### src/hdl/spm_pkg.sv
package spm_pkg;

  localparam int unsigned A_W    = 20;
  localparam int unsigned V_W    = 16;
  localparam int unsigned N_W    = 12;
  localparam int unsigned SP_W   = 20;
  localparam int unsigned LIM_W  = 16;
  localparam int unsigned NUM_W  = 57;
  localparam int unsigned DEN_W  = 38;
  localparam int unsigned CMP_W  = NUM_W + 1;
  localparam int unsigned DIV_STAGES = SP_W + 1;

  localparam logic [SP_W-1:0]  SPEEDUP_MAX = '1;
  localparam logic [LIM_W-1:0] CORES_MAX   = '1;
  localparam logic [SP_W-1:0]  ONE_Q8      = SP_W'(256);

  // Operands handed from the front end to the divider.
  typedef struct packed {
    logic              vld;
    logic              direct;
    logic [SP_W-1:0]   dval;
    logic [NUM_W-1:0]  num;
    logic [DEN_W-1:0]  den;
    logic [LIM_W-1:0]  lim;
  } spm_op_t;

endpackage

### src/hdl/spm_div.sv
module spm_div
  import spm_pkg::*;
(
  input  logic              clk,
  input  logic              rst,
  input  logic              adv,
  input  spm_op_t           op,
  output logic              out_vld,
  output logic [SP_W-1:0]   speedup,
  output logic [LIM_W-1:0]  lim
);

  logic             vld_r  [DIV_STAGES];
  logic             dir_r  [DIV_STAGES];
  logic             sat_r  [DIV_STAGES];
  logic [SP_W-1:0]  q_r    [DIV_STAGES];
  logic [NUM_W-1:0] rem_r  [DIV_STAGES];
  logic [DEN_W-1:0] den_r  [DIV_STAGES];
  logic [LIM_W-1:0] lim_r  [DIV_STAGES];

  // Stage 0 flags a quotient that does not fit the output.
  always_ff @(posedge clk) begin
    if (rst) begin
      vld_r[0] <= 1'b0;
    end else if (adv) begin
      vld_r[0] <= op.vld;
    end
  end

  always_ff @(posedge clk) begin
    if (adv) begin
      dir_r[0] <= op.direct;
      sat_r[0] <= (CMP_W'(op.num) >= (CMP_W'(op.den) << SP_W));
      q_r[0]   <= op.dval;
      rem_r[0] <= op.num;
      den_r[0] <= op.den;
      lim_r[0] <= op.lim;
    end
  end

  // One quotient bit per stage, most significant first.
  for (genvar k = 1; k < DIV_STAGES; k++) begin : g_stage
    localparam int unsigned B = SP_W - k;
    logic [CMP_W-1:0] dsh;
    logic             take;
    logic [SP_W-1:0]  q_next;

    always_comb begin
      dsh    = CMP_W'(den_r[k-1]) << B;
      take   = !dir_r[k-1] && !sat_r[k-1] && (CMP_W'(rem_r[k-1]) >= dsh);
      q_next = q_r[k-1];
      if (!dir_r[k-1]) begin
        q_next[B] = take;
      end
    end

    always_ff @(posedge clk) begin
      if (rst) begin
        vld_r[k] <= 1'b0;
      end else if (adv) begin
        vld_r[k] <= vld_r[k-1];
      end
    end

    always_ff @(posedge clk) begin
      if (adv) begin
        dir_r[k] <= dir_r[k-1];
        sat_r[k] <= sat_r[k-1];
        den_r[k] <= den_r[k-1];
        lim_r[k] <= lim_r[k-1];
        rem_r[k] <= take ? NUM_W'(CMP_W'(rem_r[k-1]) - dsh) : rem_r[k-1];
        q_r[k]   <= q_next;
      end
    end
  end

  assign out_vld = vld_r[DIV_STAGES-1];
  assign lim     = lim_r[DIV_STAGES-1];
  assign speedup = (!dir_r[DIV_STAGES-1] && sat_r[DIV_STAGES-1]) ? SPEEDUP_MAX
                                                                  : q_r[DIV_STAGES-1];

endmodule

### config.mk
export PLATFORM = sky130hd
export DESIGN_NAME = spm_div
export DESIGN_NICKNAME = d
export VERILOG_FILES = /design/src/hdl/spm_pkg.sv /design/src/hdl/spm_div.sv
export SDC_FILE = /design/constraint.sdc
export NUM_CORES = 2
export LEC_CHECK = 0
export ABC_CLOCK_PERIOD_IN_PS = 5000
export BUFFER_PORTS_ARGS = -buffer_cell sky130_fd_sc_hd__buf_2
export CORE_AREA = 2 2 681 683
export DETAILED_ROUTE_END_ITERATION = 12
export DIE_AREA = 0 0 683 685
export HOLD_SLACK_MARGIN = 0.02
export PLACE_DENSITY = 0.52
export SLEW_MARGIN = 20
export SYNTH_ARGS = -nofsm -noshare
export SYNTH_HDL_FRONTEND = slang
export SYNTH_SLANG_ARGS = --single-unit
export TNS_END_PERCENT = 20
### constraint.sdc
create_clock -name clk -period 5 [get_ports clk]
set_input_delay 0.25 -clock clk [delete_from_list [all_inputs] [get_ports clk]]
set_output_delay 0.25 -clock clk [all_outputs]
set_load 0.02 [all_outputs]
==> metrics.txt <==
initial antenna violation count=7; post-synth top area share=59.4%; largest net degree at the start of global routing=167; dpl hpwl=between 200 and 250 mm; slowest stage cell, crit path=a41oi_1; CTS sink cnt=2719; synth warn=0; GRT Overall Usage=12.8%; Post-Synth Adder-Cell Area=7.53%; cell-internal power=45700 uW; Pre-antenna DRT Iters=6; Max Freq=218 MHz; final hold violations=0; Pwr Density=slightly below 400 nW/um^2; most used cell, CP=inv_1; worst setup path start=rem_r[1][17]$_DFFE_PP_; setup repair after global routing missed its margin=false; cells on worst reg2reg path=15; mux share of post-synthesis cell area=2.05%; top cells by count, synth=edfxtp_1 (2719), inv_1 (959), nand2_1 (953); antenna-violating nets left=0; clock power share=a little over a third; Unique masters post-synth=~110; H-tree depth=5; Worst-Margin Slew=1.03 ns; Clock Latency Late Sink=0.98 ns; gpl congestion=0.899; layout cell share with drive strength beyond 1=9.64%; Critical Path AT=around 5.2 ns; syn_area_per_cell=roughly 12 sq um; worst path buffer plus inverter count=3; post-synthesis register bit count=2719; top-count cell post-synth=edfxtp_1; first-pass GRT wire length=480 mm; Worst-path clk slew=approximately 0.060 ns; num ports=173; TNS Setup=0 ns; Max rail drop VDD=~0.00028 V; GRT overflow=0; Syn Nets=12.3k; setup slack after layout=0.415 ns; Synth Area in Simple Gates=9.47%; endpoints failing setup=0; TritonCTS clock tree=built; CTS root buffer=clkbuf_16; DR WL/cell=16.7 um; Die X=683 um; core area=461000 sq um; final WL=306 mm; Max Slew Vio Count=0; dominant synthesized flop cell=edfxtp_1; largest family of logic cells by synthesized area=compound AO/OA/AOI/OAI gates; Hold WC Path Type=input pin to flop; Final Total Pwr=62800 uW; Die ar.=468000 sq um; Worst Skew=~0.11 ns; maxcap violations=0; cell-by-cell trace of the critical path=inv_1 > ha_1 > inv_1 > fa_1 > a211oi_1 > o211ai_1 > a22oi_1 > a31oi_1 > a41oi_1 > o21ai_0 > a21oi_1 > o21a_1 > o32ai_4 > buf_4 > mux2_2; slowest cell delay on critical path=slightly above 0.5 ns; critical path type=flop to flop; Post-Place Setup Slack=0.410 ns; vias per inst=4.64; XOR/XNOR share of the synthesized area=5.12%; initial core utilization=29.8%; Sw Ratio=between 20% and 30%; CP endpoint kind=flop; DRC viols=0; Flop pwr share=45.2%; Clock Path Buffers=4; Critical Path Source Type=flop; critical path peak fanout=46; r2r startpoint=rem_r[1][17]$_DFFE_PP_; Post-Synthesis Cells=~11k; top cells by area, synth=edfxtp_1 (59%), ha_1 (7.2%), xnor2_1 (2.9%); area delta synth->final=16.1%; complex-gate fraction of the synthesized area=between 10% and 20%; number of synthesized flops with an enable pin=2719; vias=85.2k; Synth async-reset ratio=0%; Final Cycle Share=around nine tenths; number of global-route vias before repair=87.7k; Synth area leader=edfxtp_1; WHS=0.148 ns; reg2reg end=rem_r[1][81]$_DFFE_PP_; R2R setup slack=between 0.4 and 0.5 ns; Layout Nets=12.9k; Final Critical Period=4.59 ns; CP required=about 5.7 ns; outcome=complete, no violations; die height=685 um; Post-CTS Resized=0; sequential fraction of the synthesis area=59.4%; Worst setup endpoint=rem_r[1][81]$_DFFE_PP_; CTS Buf Count=320; net load switching power=about 17000 uW; stages on the worst setup path=15; Leak Pwr=0.0624 uW; Rel. slew slack=a little under a third; Mapped Area=138000 sq um; Comb power frac=18.4%; row count=250; Iteration-0 DRC Markers=4537; Top Family by Delay on Critical Path=compound AO/OA/AOI/OAI gates; PortBufs=172
[final cells by class]
cell class / instances / area, sq um
Fill cell: 45400 / 302000
Sequential cell: 2719 / 81600
Multi-Input combinational cell: 7326 / 51100
Clock buffer: 407 / 8440
Tap cell: 6174 / 7720
Timing Repair Buffer: 624 / 5300
Inverter: 960 / 3600
Clock inverter: 173 / 1850
Antenna cell: 4 / 10.0
[registers in the layout, indices dropped and copies added, names as in the netlist]
register	count
lim_r	336
q_r	420
dir_r	21
den_r	760
vld_r	21
sat_r	21
rem_r	1140
[power by group through the flow]
| stage | combinational (uW) | clock, uW | sequential (uW) |
|---|---|---|---|
| final | 11600 | 22800 | 28400 |
| after global routing | 12900 | 24700 | 28600 |
| after CTS | 11600 | 23800 | 28400 |
| after detailed placement | 11400 | 0 | 28900 |
| after global placement | 11400 | 0 | 28900 |
| after floorplan | 8330 | 0 | 28400 |
[routing by layer]
layer	track usage (%)	up-vias	part of all wire (%)
met5	0	-	0
met4	7.54	0	6.8
met3	1.90	726	3.2
met2	23.0	1402	50
met1	14.3	39900	41
li1	-	43200	-
[worst min-delay path by stage]
stage | startpoint | to | slack [ns] | depth (start not counted)
final | op[12] | lim_r[0][12]$_DFFE_PP_ | 0.15 | 2
after global routing | op[12] | lim_r[0][12]$_DFFE_PP_ | 0.08 | 2
after CTS | op[12] | lim_r[0][12]$_DFFE_PP_ | 0.03 | 2
after detailed placement | lim_r[0][84]$_DFFE_PP_ | lim_r[0][100]$_DFFE_PP_ | 0.40 | 0
after global placement | q_r[19][1]$_DFFE_PP_ | q_r[20][1]$_DFFE_PP_ | 0.40 | 0
after floorplan | op[16] | den_r[0][0]$_DFFE_PP_ | 0.35 | 0
[kinds of logic (layout without fill, tap and decap cells)]
| kind of cell | Yosys count | in the layout |
|---|---|---|
| other | 0 | 4 |
| multiplexers | 251 | 251 |
| XOR/XNOR | 804 | 804 |
| adder cells (fa/ha/maj) | 816 | 816 |
| AO/OA/AOI/OAI | 2801 | 2801 |
| buffers and inverters | 1271 | 2164 |
| flip-flops | 2719 | 2719 |
| AND/OR/NAND/NOR | 2654 | 2654 |
[what timing repair did]
item / in CTS / in global routing
hold buffers: 267 / 0
hold endpoints to repair: 237 / 0
buffers inserted: 0 / 0
[stage by stage]
step	util (%)	instances	cell area, sq um
5_1_grt	34.6	18400	160000
4_1_cts	34.6	18400	160000
2_1_floorplan	-	11300	138000
3_3_place_gp	31.8	17500	147000
6_report	34.6	18400	160000
3_5_place_dp	31.8	17500	147000
[layout by cell type (no fill, tap or decap), types with 130 or more instances in the layout]
cell,netlist,layout
nor3_1,153,151
nor2_1,469,469
a21oi_1,746,746
inv_1,959,959
a21o_1,490,490
nand4_1,167,167
nand2_1,953,952
nand3_1,196,196
nand2b_1,130,130
edfxtp_1,2719,2719
o21ai_0,769,769
ha_1,797,797
buf_4,23,156
buf_2,63,171
xnor2_1,463,463
dlygate4sd3_1,0,267
mux2_2,243,243
clkbuf_16,0,325
xor2_1,341,341
Power figures use the tool's default switching activity.
